File: src/design/agn_pkg.sv
`default_nettype none

package agn_pkg;

    // Width of one character field on the ports and in the work memories
    localparam int FIELD_W = 8;

    // Gap symbol '-'
    localparam logic [FIELD_W-1:0] GAP_CODE = 8'd45;

    // Defaults for the top level parameters
    localparam int MAX_COLS_DEF  = 32;
    localparam int CHAR_BITS_DEF = 8;

    typedef logic [FIELD_W-1:0] t_char;

    // One result column as it travels to the output register
    typedef struct packed {
        t_char q;
        t_char t;
        logic  col_valid;
        logic  ovf;
        logic  last;
    } t_res;

endpackage

`default_nettype wire

File: src/design/agn_col_if.sv
`default_nettype none

interface agn_col_if;
    logic                        valid;
    logic                        ready;
    logic [agn_pkg::FIELD_W-1:0] query_char;
    logic [agn_pkg::FIELD_W-1:0] target_char;
    logic                        final_column;

    modport source (
        output valid, query_char, target_char, final_column,
        input  ready
    );
    modport sink (
        input  valid, query_char, target_char, final_column,
        output ready
    );
endinterface

`default_nettype wire

File: src/design/agn_res_if.sv
`default_nettype none

interface agn_res_if;
    logic                        valid;
    logic                        ready;
    logic [agn_pkg::FIELD_W-1:0] out_query_char;
    logic [agn_pkg::FIELD_W-1:0] out_target_char;
    logic                        column_valid;
    logic                        overflow;
    logic                        last_out;

    modport source (
        output valid, out_query_char, out_target_char, column_valid, overflow, last_out,
        input  ready
    );
    modport sink (
        input  valid, out_query_char, out_target_char, column_valid, overflow, last_out,
        output ready
    );
endinterface

`default_nettype wire

File: src/design/agn_ram.sv
`default_nettype none

module agn_ram #(
    parameter int DEPTH = 64,
    parameter int WIDTH = 8
) (
    input  wire logic                     i_clk,
    input  wire logic                     i_we,
    input  wire logic [$clog2(DEPTH)-1:0] i_waddr,
    input  wire logic [WIDTH-1:0]         i_wdata,
    input  wire logic [$clog2(DEPTH)-1:0] i_raddr,
    output      logic [WIDTH-1:0]         o_rdata
);

    logic [WIDTH-1:0] r_mem [DEPTH];
    logic [WIDTH-1:0] r_rdata;

    always_ff @(posedge i_clk) begin
        if (i_we) begin
            r_mem[i_waddr] <= i_wdata;
        end
        r_rdata <= r_mem[i_raddr];
    end

    assign o_rdata = r_rdata;

endmodule

`default_nettype wire

File: src/design/agn_seq.sv
`default_nettype none

module agn_seq #(
    parameter int MAX_COLS  = agn_pkg::MAX_COLS_DEF,
    parameter int CHAR_BITS = agn_pkg::CHAR_BITS_DEF
) (
    input  wire logic                             i_clk,
    input  wire logic                             i_rst_n,
    agn_col_if.sink                               i_col,
    // work memory ports, shared address for both columns stores
    output      logic [$clog2(2*MAX_COLS)-1:0]    o_raddr,
    output      logic [$clog2(2*MAX_COLS)-1:0]    o_waddr,
    output      logic                             o_we_q,
    output      logic                             o_we_t,
    output      logic [agn_pkg::FIELD_W-1:0]      o_wq,
    output      logic [agn_pkg::FIELD_W-1:0]      o_wt,
    input  wire logic [agn_pkg::FIELD_W-1:0]      i_rq,
    input  wire logic [agn_pkg::FIELD_W-1:0]      i_rt,
    // result beats towards the output register
    input  wire logic                             i_out_free,
    output      logic                             o_push,
    output      agn_pkg::t_res                    o_beat
);

    import agn_pkg::*;

    localparam int WORK_DEPTH = 2 * MAX_COLS;
    localparam int AW         = $clog2(WORK_DEPTH);
    localparam int LW         = $clog2(WORK_DEPTH + 1);
    localparam int CNTW       = $clog2(MAX_COLS + 1);

    typedef enum logic [8:0] {
        S_LOAD   = 9'b000000001,
        S_SPLIT  = 9'b000000010,
        S_POS    = 9'b000000100,
        S_TSRCH  = 9'b000001000,
        S_QSRCH  = 9'b000010000,
        S_WB     = 9'b000100000,
        S_ESTART = 9'b001000000,
        S_EMIT   = 9'b010000000,
        S_FLUSH  = 9'b100000000
    } t_state;

    t_state          r_state, n_state;
    logic [CNTW-1:0] r_cols,  n_cols;
    logic [LW-1:0]   r_len,   n_len;
    logic            r_ovf,   n_ovf;
    logic            r_final, n_final;
    logic            r_pv,    n_pv;
    t_char           r_sq,    n_sq;
    t_char           r_q,     n_q;
    t_char           r_t,     n_t;
    t_char           r_pq,    n_pq;
    t_char           r_pt,    n_pt;
    logic [AW-1:0]   r_i,     n_i;
    logic [AW-1:0]   r_ptr,   n_ptr;

    t_char           w_mq;
    t_char           w_mt;
    logic            w_split;
    logic            w_more;
    logic            w_next_pos;
    logic            w_dbl_gap;

    assign w_mq    = FIELD_W'(i_col.query_char[CHAR_BITS-1:0]);
    assign w_mt    = FIELD_W'(i_col.target_char[CHAR_BITS-1:0]);
    assign w_split = (w_mq != w_mt) && (w_mq != GAP_CODE) && (w_mt != GAP_CODE);

    // another stored column lies right of the read pointer
    assign w_more     = (LW'(r_ptr) + LW'(1)) < r_len;
    // another scan position remains after this one
    assign w_next_pos = (LW'(r_i) + LW'(2)) < r_len;
    assign w_dbl_gap  = (i_rq == GAP_CODE) && (i_rt == GAP_CODE);

    assign i_col.ready = (r_state == S_LOAD);
    assign o_raddr     = n_ptr;

    always_comb begin
        n_state = r_state;
        n_cols  = r_cols;
        n_len   = r_len;
        n_ovf   = r_ovf;
        n_final = r_final;
        n_pv    = r_pv;
        n_sq    = r_sq;
        n_q     = r_q;
        n_t     = r_t;
        n_pq    = r_pq;
        n_pt    = r_pt;
        n_i     = r_i;
        n_ptr   = r_ptr;
        o_waddr = r_len[AW-1:0];
        o_we_q  = 1'b0;
        o_we_t  = 1'b0;
        o_wq    = w_mq;
        o_wt    = w_mt;
        o_push  = 1'b0;
        o_beat  = '{q: r_pq, t: r_pt, col_valid: 1'b1, ovf: r_ovf, last: 1'b0};

        unique case (r_state)
            S_LOAD: begin
                if (i_col.valid) begin
                    n_final = i_col.final_column;
                    if (r_cols < CNTW'(MAX_COLS)) begin
                        n_cols = r_cols + CNTW'(1);
                        n_len  = r_len + LW'(1);
                        o_we_q = 1'b1;
                        o_we_t = 1'b1;
                        if (w_split) begin
                            // first half of the split: (gap, target)
                            o_wq    = GAP_CODE;
                            n_sq    = w_mq;
                            n_state = S_SPLIT;
                        end else if (i_col.final_column) begin
                            n_i     = '0;
                            n_ptr   = '0;
                            n_state = ((r_len + LW'(1)) < LW'(2)) ? S_ESTART : S_POS;
                        end
                    end else begin
                        n_ovf = 1'b1;
                        if (i_col.final_column) begin
                            n_i     = '0;
                            n_ptr   = '0;
                            n_state = (r_len < LW'(2)) ? S_ESTART : S_POS;
                        end
                    end
                end
            end
            S_SPLIT: begin
                // second half of the split: (query, gap)
                o_we_q = 1'b1;
                o_we_t = 1'b1;
                o_wq   = r_sq;
                o_wt   = GAP_CODE;
                n_len  = r_len + LW'(1);
                if (r_final) begin
                    n_i     = '0;
                    n_ptr   = '0;
                    n_state = S_POS;
                end else begin
                    n_state = S_LOAD;
                end
            end
            S_POS: begin
                n_q = i_rq;
                n_t = i_rt;
                if (i_rt == GAP_CODE) begin
                    n_ptr   = r_i + AW'(1);
                    n_state = S_TSRCH;
                end else if (i_rq == GAP_CODE) begin
                    n_ptr   = r_i + AW'(1);
                    n_state = S_QSRCH;
                end else begin
                    n_state = S_WB;
                end
            end
            S_TSRCH: begin
                if (i_rt != GAP_CODE || !w_more) begin
                    if (i_rt != GAP_CODE && i_rt == r_q) begin
                        o_we_t  = 1'b1;
                        o_waddr = r_ptr;
                        o_wt    = GAP_CODE;
                        n_t     = i_rt;
                    end
                    if (r_q == GAP_CODE) begin
                        n_ptr   = r_i + AW'(1);
                        n_state = S_QSRCH;
                    end else begin
                        n_state = S_WB;
                    end
                end else begin
                    n_ptr = r_ptr + AW'(1);
                end
            end
            S_QSRCH: begin
                if (i_rq != GAP_CODE || !w_more) begin
                    if (i_rq != GAP_CODE && i_rq == r_t) begin
                        o_we_q  = 1'b1;
                        o_waddr = r_ptr;
                        o_wq    = GAP_CODE;
                        n_q     = i_rq;
                    end
                    n_state = S_WB;
                end else begin
                    n_ptr = r_ptr + AW'(1);
                end
            end
            S_WB: begin
                o_we_q  = 1'b1;
                o_we_t  = 1'b1;
                o_waddr = r_i;
                o_wq    = r_q;
                o_wt    = r_t;
                if (w_next_pos) begin
                    n_i     = r_i + AW'(1);
                    n_ptr   = r_i + AW'(1);
                    n_state = S_POS;
                end else begin
                    n_state = S_ESTART;
                end
            end
            S_ESTART: begin
                n_ptr   = '0;
                n_state = (r_len == '0) ? S_FLUSH : S_EMIT;
            end
            S_EMIT: begin
                if (w_dbl_gap || !r_pv || i_out_free) begin
                    if (!w_dbl_gap) begin
                        o_push = r_pv;
                        n_pv   = 1'b1;
                        n_pq   = i_rq;
                        n_pt   = i_rt;
                    end
                    if (w_more) begin
                        n_ptr = r_ptr + AW'(1);
                    end else begin
                        n_state = S_FLUSH;
                    end
                end
            end
            S_FLUSH: begin
                o_beat.last = 1'b1;
                if (!r_pv) begin
                    o_beat.q         = '0;
                    o_beat.t         = '0;
                    o_beat.col_valid = 1'b0;
                end
                if (i_out_free) begin
                    o_push  = 1'b1;
                    n_pv    = 1'b0;
                    n_len   = '0;
                    n_cols  = '0;
                    n_ovf   = 1'b0;
                    n_final = 1'b0;
                    n_state = S_LOAD;
                end
            end
            default: begin
                n_state = S_LOAD;
            end
        endcase
    end

    always_ff @(posedge i_clk) begin
        if (!i_rst_n) begin
            r_state <= S_LOAD;
            r_cols  <= '0;
            r_len   <= '0;
            r_ovf   <= 1'b0;
            r_final <= 1'b0;
            r_pv    <= 1'b0;
            r_i     <= '0;
            r_ptr   <= '0;
        end else begin
            r_state <= n_state;
            r_cols  <= n_cols;
            r_len   <= n_len;
            r_ovf   <= n_ovf;
            r_final <= n_final;
            r_pv    <= n_pv;
            r_i     <= n_i;
            r_ptr   <= n_ptr;
        end
        r_sq <= n_sq;
        r_q  <= n_q;
        r_t  <= n_t;
        r_pq <= n_pq;
        r_pt <= n_pt;
    end

endmodule

`default_nettype wire

File: src/design/alignment_gap_normalizer_top.sv
// Alignment gap normaliser.
// i_col takes one alignment column per beat: query and target characters ('-' is a
// gap) and final_column on the last column. Characters are masked to CHAR_BITS bits.
// Up to MAX_COLS columns are held; further columns are dropped and every result of
// that alignment carries overflow. A mismatch column is split on the way into two
// indel columns of the work memories (2*MAX_COLS entries, one read and one write
// port each).
// The final beat starts the gap-push scan: each position is read, followed by a
// target or query search where one side holds a gap, and written back, the single
// read port of each memory setting the pace. Emission then reads one work column
// per cycle unless a stall on o_res holds it, drops all-gap columns and sends o_res
// beats with last_out on the final one; an empty alignment gives one beat with
// column_valid low.
// i_col is held off (ready low) from the final beat until the last result has been
// handed to the output register. A stall on o_res holds the scan of the emission
// in place; no result is lost. Reset clears the column count and overflow flag
// and empties the output register; memory contents need no clearing.
`default_nettype none

module alignment_gap_normalizer_top #(
    parameter int MAX_COLS  = agn_pkg::MAX_COLS_DEF,
    parameter int CHAR_BITS = agn_pkg::CHAR_BITS_DEF
) (
    input  wire logic i_clk,
    input  wire logic i_rst_n,
    agn_col_if.sink   i_col,
    agn_res_if.source o_res
);

    import agn_pkg::*;

    localparam int WORK_DEPTH = 2 * MAX_COLS;
    localparam int AW         = $clog2(WORK_DEPTH);

    logic [AW-1:0] w_raddr;
    logic [AW-1:0] w_waddr;
    logic          w_we_q;
    logic          w_we_t;
    t_char         w_wq;
    t_char         w_wt;
    t_char         w_rq;
    t_char         w_rt;
    logic          w_out_free;
    logic          w_push;
    t_res          w_beat;

    logic          r_ov;
    t_res          r_beat;

    // query side of the work alignment
    agn_ram #(
        .DEPTH (WORK_DEPTH),
        .WIDTH (FIELD_W)
    ) u_qmem (
        .i_clk   (i_clk),
        .i_we    (w_we_q),
        .i_waddr (w_waddr),
        .i_wdata (w_wq),
        .i_raddr (w_raddr),
        .o_rdata (w_rq)
    );

    // target side of the work alignment
    agn_ram #(
        .DEPTH (WORK_DEPTH),
        .WIDTH (FIELD_W)
    ) u_tmem (
        .i_clk   (i_clk),
        .i_we    (w_we_t),
        .i_waddr (w_waddr),
        .i_wdata (w_wt),
        .i_raddr (w_raddr),
        .o_rdata (w_rt)
    );

    agn_seq #(
        .MAX_COLS  (MAX_COLS),
        .CHAR_BITS (CHAR_BITS)
    ) u_seq (
        .i_clk      (i_clk),
        .i_rst_n    (i_rst_n),
        .i_col      (i_col),
        .o_raddr    (w_raddr),
        .o_waddr    (w_waddr),
        .o_we_q     (w_we_q),
        .o_we_t     (w_we_t),
        .o_wq       (w_wq),
        .o_wt       (w_wt),
        .i_rq       (w_rq),
        .i_rt       (w_rt),
        .i_out_free (w_out_free),
        .o_push     (w_push),
        .o_beat     (w_beat)
    );

    // Output register: take a new beat when empty or when the current one leaves
    assign w_out_free = !r_ov || o_res.ready;

    always_ff @(posedge i_clk) begin
        if (!i_rst_n) begin
            r_ov <= 1'b0;
        end else if (w_out_free) begin
            r_ov <= w_push;
        end
        if (w_out_free && w_push) begin
            r_beat <= w_beat;
        end
    end

    assign o_res.valid           = r_ov;
    assign o_res.out_query_char  = r_beat.q;
    assign o_res.out_target_char = r_beat.t;
    assign o_res.column_valid    = r_beat.col_valid;
    assign o_res.overflow        = r_beat.ovf;
    assign o_res.last_out        = r_beat.last;

endmodule

`default_nettype wire
File: src/flat_wrapper.sv
// flat-port wrapper written by rule: the top's interface ports become plain ports
module alignment_gap_normalizer_top_flat import agn_pkg::*;
#(
    parameter int MAX_COLS  = agn_pkg::MAX_COLS_DEF,
    parameter int CHAR_BITS = agn_pkg::CHAR_BITS_DEF
)
  (i_clk, i_rst_n, i_col_valid, i_col_query_char, i_col_target_char, i_col_final_column, i_col_ready, o_res_valid, o_res_out_query_char, o_res_out_target_char, o_res_column_valid, o_res_overflow, o_res_last_out, o_res_ready);
  agn_col_if i_col_i ();
  agn_res_if o_res_i ();
  input  wire logic i_clk;
  input  wire logic i_rst_n;
  input wire logic [$bits(i_col_i.valid)-1:0] i_col_valid;
  input wire logic [$bits(i_col_i.query_char)-1:0] i_col_query_char;
  input wire logic [$bits(i_col_i.target_char)-1:0] i_col_target_char;
  input wire logic [$bits(i_col_i.final_column)-1:0] i_col_final_column;
  output wire logic [$bits(i_col_i.ready)-1:0] i_col_ready;
  output wire logic [$bits(o_res_i.valid)-1:0] o_res_valid;
  output wire logic [$bits(o_res_i.out_query_char)-1:0] o_res_out_query_char;
  output wire logic [$bits(o_res_i.out_target_char)-1:0] o_res_out_target_char;
  output wire logic [$bits(o_res_i.column_valid)-1:0] o_res_column_valid;
  output wire logic [$bits(o_res_i.overflow)-1:0] o_res_overflow;
  output wire logic [$bits(o_res_i.last_out)-1:0] o_res_last_out;
  input wire logic [$bits(o_res_i.ready)-1:0] o_res_ready;
  assign i_col_i.valid = i_col_valid;
  assign i_col_i.query_char = i_col_query_char;
  assign i_col_i.target_char = i_col_target_char;
  assign i_col_i.final_column = i_col_final_column;
  assign i_col_ready = i_col_i.ready;
  assign o_res_valid = o_res_i.valid;
  assign o_res_out_query_char = o_res_i.out_query_char;
  assign o_res_out_target_char = o_res_i.out_target_char;
  assign o_res_column_valid = o_res_i.column_valid;
  assign o_res_overflow = o_res_i.overflow;
  assign o_res_last_out = o_res_i.last_out;
  assign o_res_i.ready = o_res_ready;
  alignment_gap_normalizer_top #(.MAX_COLS(MAX_COLS), .CHAR_BITS(CHAR_BITS)) u_core (.i_clk(i_clk), .i_rst_n(i_rst_n), .i_col(i_col_i), .o_res(o_res_i));
endmodule
File: config.mk
export PLATFORM = sky130hd
export DESIGN_NAME = alignment_gap_normalizer_top_flat
export DESIGN_NICKNAME = d
export VERILOG_FILES = /design/src/design/agn_pkg.sv /design/src/design/agn_col_if.sv /design/src/design/agn_res_if.sv /design/src/design/agn_ram.sv /design/src/design/agn_seq.sv /design/src/design/alignment_gap_normalizer_top.sv /design/src/flat_wrapper.sv
export SDC_FILE = /design/constraint.sdc
export NUM_CORES = 2
export LEC_CHECK = 0
export BUFFER_PORTS_ARGS = -buffer_cell sky130_fd_sc_hd__clkbuf_2
export CAP_MARGIN = 25
export CORE_MARGIN = 10
export CORE_UTILIZATION = 39
export CTS_CLUSTER_DIAMETER = 40
export CTS_CLUSTER_SIZE = 14
export DETAILED_ROUTE_END_ITERATION = 16
export SETUP_SLACK_MARGIN = 0.2
export SYNTH_ARGS = -nofsm -noshare
export SYNTH_HDL_FRONTEND = slang
export SYNTH_SLANG_ARGS = --single-unit
File: constraint.sdc
create_clock -name i_clk -period 9.3 [get_ports i_clk]
set_clock_uncertainty 0.2 [all_clocks]
set_input_delay 0.93 -clock i_clk [delete_from_list [all_inputs] [get_ports i_clk]]
set_output_delay 0.93 -clock i_clk [all_outputs]
set_load 0.02 [all_outputs]
Yosys cells after proc, flatten, opt, wreduce, memory -nomap -nowiden
Memory sizes are Yosys's and may differ from the RTL's. A register that Yosys moved wholly into a read port is not among the register bits.
Index checks and enable logic that the tools add are counted.
- bits of input ports: 21
- output and inout bits: 21
- register bits after elaboration: 97
- word-level logic and storage cells: 197
- memories kept: 2
- RAM bits: 1024
- bitwise operators: 1
- $lt $le $gt $ge: 5
- reductions and logical operators: 33
- add/sub/neg operators: 6
- equal/unequal tests: 35
- muxes and demuxes: 96
- memories (memory ; depth ; bits a word ; read ports ; clocked after Yosys merged registers in ; write ports ; line ; text):
    u_core.u_qmem.r_mem ; 64 ; 8 ; 1 ; 1 ; 1 ; agn_ram.sv:15 ; logic [WIDTH-1:0] r_mem [DEPTH];
    u_core.u_tmem.r_mem ; 64 ; 8 ; 1 ; 1 ; 1 ; agn_ram.sv:15 ;
- operators by type and width (kind ; number):
    two-way mux 6 bit ; 29
    two-way mux 9 bit ; 11
    two-way mux 8 bit ; 11
    case mux 9 bit (9 select lines) ; 1
    case mux 6 bit (8 select lines) ; 1
    two-way mux 7 bit ; 6
    case mux 6 bit (3 select lines) ; 2
    two-way mux 17 bit ; 2
    != test 8 x 6 -> 1 bit (second input constant) ; 4
    case mux 8 bit (2 select lines) ; 2
    case mux 8 bit (4 select lines) ; 1
    == test 8 x 6 -> 1 bit (second input constant) ; 3
    != test 2 bit (second input constant) ; 12
    case mux 8 bit (3 select lines) ; 1
    case mux 7 bit (3 select lines) ; 1
    two-way mux 1 bit ; 20
    AND reduction 4 bit ; 5
    adder 6 x 1 -> 6 bit (second input constant) ; 3
    == test 8 bit ; 2
    less-than comparator 7 x 2 -> 1 bit (second input constant) ; 2
    less-than comparator 7 bit ; 2
    case mux 6 bit (2 select lines) ; 1
    AND reduction 3 bit ; 4
    == test 9 x 1 -> 1 bit (second input constant) ; 1
    other kinds (29) ; 49

Longest topological paths before layout
- word-level depth: 8
- mapped depth: 20
- depth with buffers taken out: 15

Hierarchy
From an unflattened synthesis, not the netlist that was laid out.
- cell total of the unflattened synthesis: 2511
- area, all modules: 46037.9 µm²
- by module, submodules not included (module ; sequential area each (µm²) ; instances ; area an instance (µm²) ; cells an instance):
    agn_ram at u_core.u_qmem ; 15534.9 ; 1 ; 20190.6 ; 972
    agn_ram at u_core.u_tmem ; 15534.9 ; 1 ; 20166.8 ; 940
    agn_seq ; 1941.9 ; 1 ; 5052.3 ; 575
    alignment_gap_normalizer_top ; 590.6 ; 1 ; 628.1 ; 24

Worst setup path after synthesis
No wires, ideal clock.
- path kind: reg-to-reg
- start point: reg u_core.u_seq.r_state[6]
- end point: mem u_core.u_tmem.r_mem[0][0] (data pin)
- path slack: 4.020 ns
- arrival time: 4.379 ns
- clock period less this slack: 5.280 ns
- cell stages (with the launch flop): 9
- cells stage by stage: dfxtp_1 > clkbuf_1 > nor3_1 > and4_1 > clkbuf_1 > clkbuf_1 > buf_1 > nor2_1 > o21ai_0
- word-level cells in the longest chain between the ends: 2
- elaborated cells between the ends (all ways): 4
- classes of those cells: eq/ne: 3; mux: 1
- RTL lines (element ; line ; text):
    from (decl) ; agn_seq.sv:44 ; t_state r_state, n_state;
    from (signal assigned) ; agn_seq.sv:255 ; r_state <= n_state;
    == test 9 x 6 -> 1 bit, or another cell as far along ; agn_seq.sv:100 ; unique case (r_state)
    case mux 8 bit (3 select lines) (*) ; agn_seq.sv:100 ;
    net u_core.u_seq.o_wt, one bit ; agn_seq.sv:16 ; output logic [agn_pkg::FIELD_W-1:0] o_wt,
    to (decl) ; agn_ram.sv:15 ;
The timed path passes the listed nets; every way through them passes the cells marked *.

Final worst setup path
- start point: reg u_core.u_seq.r_ptr[0]
- end point: reg u_core.u_tmem.r_rdata[1] (netlist: u_core.u_tmem.o_rdata[1]) (read register of u_core.u_tmem.r_mem)
- word-level cells in the longest chain between the ends: 6
- elaborated cells between the ends (all ways): 20
- classes of those cells: add/sub: 2; order compare: 1; mux: 14; reduce/logical: 3
- RTL lines (element ; line ; text):
    from (decl) ; agn_seq.sv:56 ; logic [AW-1:0] r_ptr, n_ptr;
    from (signal assigned) ; agn_seq.sv:262 ; r_ptr <= n_ptr;
    adder 6 x 1 -> 7 bit ; agn_seq.sv:70 ; assign w_more = (LW'(r_ptr) + LW'(1)) < r_len;
    less-than comparator 7 bit ; agn_seq.sv:70 ;
    zero test 1 bit ; agn_seq.sv:158, agn_seq.sv:176 ;
    logical OR 1 bit (on tied branches) ; agn_seq.sv:176, agn_seq.sv:158 ;
    two-way mux 6 bit (on tied branches) ; agn_seq.sv:176, agn_seq.sv:158 ;
    case mux 6 bit (8 select lines) (*) ; agn_seq.sv:100 ;
    to (decl) ; agn_ram.sv:16 ; logic [WIDTH-1:0] r_rdata;
Every way passes the cells marked *; elsewhere a longest branch is shown, timed or not.
A chain may end at the register's enable or synchronous reset.

==> results.toml <==
[yosys]
async_flop_share = 0
ys_ff_latch = 1137
synth_fa_ha_area_frac = 0.00483
yosysSeqAreaShare = 0.721
synth_mux_area_frac = 0.0140
synth_compound_area_frac = 0.0763
synth-simple-area-share = 0.153
synth_edf_count = 1083
synth_top_family_by_area = "simple AND/OR/NAND/NOR gates"
syn-num-nets = 3673
synth_xor_xnor_area_share = 0.00808
netlist_area_um2 = 46600
syn_avg_cell_area_um2 = 12.8
syn_inst = 3634
yosys_warnings = 0
synth_top_flop_cell = "edfxtp_1"
ys_types = 79

[layout]
area_delta_synth_final_pct = 14.7
drive_above_1_share = 0.102
final_common_cell = "edfxtp_1"
fin_nets = 3692
insertedDiodeCount = 0
fillers = 10600
final_cell_mix = "1,083 x edfxtp_1, 834 x nand2_1, 315 x nand3_1, 222 x nor2_1, 152 x a21oi_1"

[detailed_routing]
first_pass_iters = 7
drc = 0
viasPerCell = 5.66
wl_per_cell_um = 24.4
drt-initial-drc-count = 3456
antenna_left = 0
vias = 30400
wl_um = 131000

[die]
fp.dieH_um = 366
core_um2 = 118000
die_w_um = 366
io_pins = 42
die-area_um2 = 134000
initial_core_util = 0.394
row_count = 126

[timing]
setup_viol = 0
rsz0062_at_grt = "no"
finalSetupTns_ns = 0
fin_crit_sh = 0.710
worstMarginPinSlew_ns = 1.11
relSlewSlack = 0.257
layout_setup_ws_ns = 2.70
slew_viol_final = 0
fmax_mhz = 151
hold_violations = 0
layout_min_cycle_time_ns = 6.60

[clocking]
root_buffer = "clkbuf_16"
cts_tree = "built"
htreeDepth = 4
cts_buffer_depth = 3
numCtsBuffers = 143
post_cts_buffers = 0
path_clk_slew_ns = 0.06
clk-insertion-delay-late_ns = 0.76
post_cts_resized = 0
hold_buffers = 0
clock-sinks = 1137

[worst_hold_path]
worstHoldPathCells = 1
hold_path_class = "in -> reg"

[worst_setup_path]
setup.worst_path.end_class = "flop"
start_kind = "flop"
path_cells = "ha_1 -> and3_1 -> and3_1 -> ha_1 -> a21oi_1 -> o21a_1 -> o211ai_1 -> a221o_1 -> o31ai_4 -> nand2_8 -> nand2_1 -> a21oi_1 -> nor3_1 -> nand4_1 -> and3_1"
slowest_stage = "nand2_1"
critical-path-max-stage-delay_ns = 0.90
crit_path_max_fanout = 114
crit_arrival_ns = 7.04
cp_data_required_time_ns = 9.74
worstSetupPathType = "reg -> reg"
cpMostUsedCell = "and3_1"
reg2reg_depth = 15

[grt]
grtUsageTotal = 0.189
antenna_found_initial = 0
grt.met3_usage = 0.0358
use_met2 = 0.296
overflow = 0
grt_max_degree = 164
grt_pass1_wl_um = 194000
grt_busiest_layer = "met2"
grt_pass1_vias = 29000
use_met1 = 0.258

[power_and_ir_drop]
power_density_nw_per_um2 = 231
peakVddDrop_mv = 0.152
p_leak_nw = 17.5

[job]
maxCapViolations = 0

[placement]
io_buffers = 41
place_congestion = 0.897
pre_cts_ws_ns = 2.74
dp_hpwl_um = 78000

[run_status]
status = "finished, final reports clean"
-- per-stage QoR --
step	utilization	std cells	hold slack, ns	area [um^2]	power [mW]
3_5_place_dp	0.409	5106	0.232	48400	6.69
6_report	0.451	5372	0.243	53500	12.3
5_1_grt	0.451	5372	0.220	53500	12.7
3_3_place_gp	0.409	5105	0.231	48400	6.68
2_1_floorplan	-	3634	0.209	46600	6.32
4_1_cts	0.451	5370	0.195	53400	12.4
-- worst max-delay path, delay by kind of cell (launching register included) --
family	cells	cell delay [ns]
simple gates	7	3.37
flops	1	0.50
compound gates	6	1.84
fa+ha+maj	2	0.55
-- metal layers --
| layer | share of wire | wire length [um] | vias up |
|---|---|---|---|
| li1 | - | - | 13600 |
| met1 | 0.42 | 55500 | 15300 |
| met2 | 0.47 | 61000 | 1285 |
| met3 | 0.078 | 10200 | 243 |
| met4 | 0.033 | 4340 | 0 |
| met5 | 0 | 0 | - |
-- power by group --
part           total, mW  switching (mW)  internal (mW)
clock network       5.77            2.28           3.48
logic              0.745           0.585          0.160
registers           5.84          0.0864           5.75
-- area by class of cell --
class,instances,area (um^2),area share
clock buffers,163,3770,0.0705
repair buffers,94,678,0.0127
clock inverters,101,1240,0.0232
well taps,1600,2000,0.0375
flip-flops and latches,1137,33600,0.629
multi-input cells,2251,12100,0.226
inverters,26,97.6,0.00183
-- registers in the layout, summed over array words and instances, names as in the netlist, 6 cells and up --
signal and flops:
u_core.u_tmem.r_mem 512, u_core.u_seq.r_pt 8, u_core.o_res.out_query_char 8, u_core.u_qmem.o_rdata 8, u_core.u_seq.r_t 8, u_core.u_tmem.o_rdata 8, u_core.u_qmem.r_mem 512, u_core.u_seq.r_pq 8
u_core.o_res.out_target_char 8, u_core.u_seq.r_sq 8, u_core.u_seq.r_state 9, u_core.u_seq.r_cols 6, u_core.u_seq.r_i 6, u_core.u_seq.r_ptr 6, u_core.u_seq.r_len 7, u_core.u_seq.r_q 8
-- cell usage after synthesis (all sizes together) (43+ instances only) --
| cell | n | area, um^2 |
|---|---|---|
| nand2 | 843 | 3180 |
| nand4 | 46 | 288 |
| mux2i | 65 | 651 |
| a211oi | 61 | 463 |
| edfxtp | 1083 | 32500 |
| nand3 | 315 | 1580 |
| dfxtp | 54 | 1080 |
| a21boi | 43 | 323 |
| nor2 | 226 | 856 |
| buf | 116 | 576 |
| clkbuf | 104 | 390 |
| a21oi | 152 | 761 |
| a311oi | 60 | 526 |
| nor3 | 50 | 262 |
-- worst paths after layout --
path / end / slack [ns] / from
max: u_core.u_tmem.o_rdata[1] / 2.70 / u_core.u_seq.r_ptr[0]
min: u_core.u_seq.r_sq[7] / 0.24 / i_col_query_char[7]
max reg2reg: u_core.u_tmem.o_rdata[1] / 2.70 / u_core.u_seq.r_ptr[0]
min reg2reg: u_core.o_res.overflow / 0.25 / u_core.u_seq.r_ovf
-- cell families after synthesis --
family	count (synthesis)
adders and majority gates	18
muxes	65
DFF	1137
buffers and inverters	246
AOI/OAI and AO/OA	501
and+or+nand+nor	1624
xor gates and xnor gates	43
No activity file was read; power rests on OpenSTA's default activity.
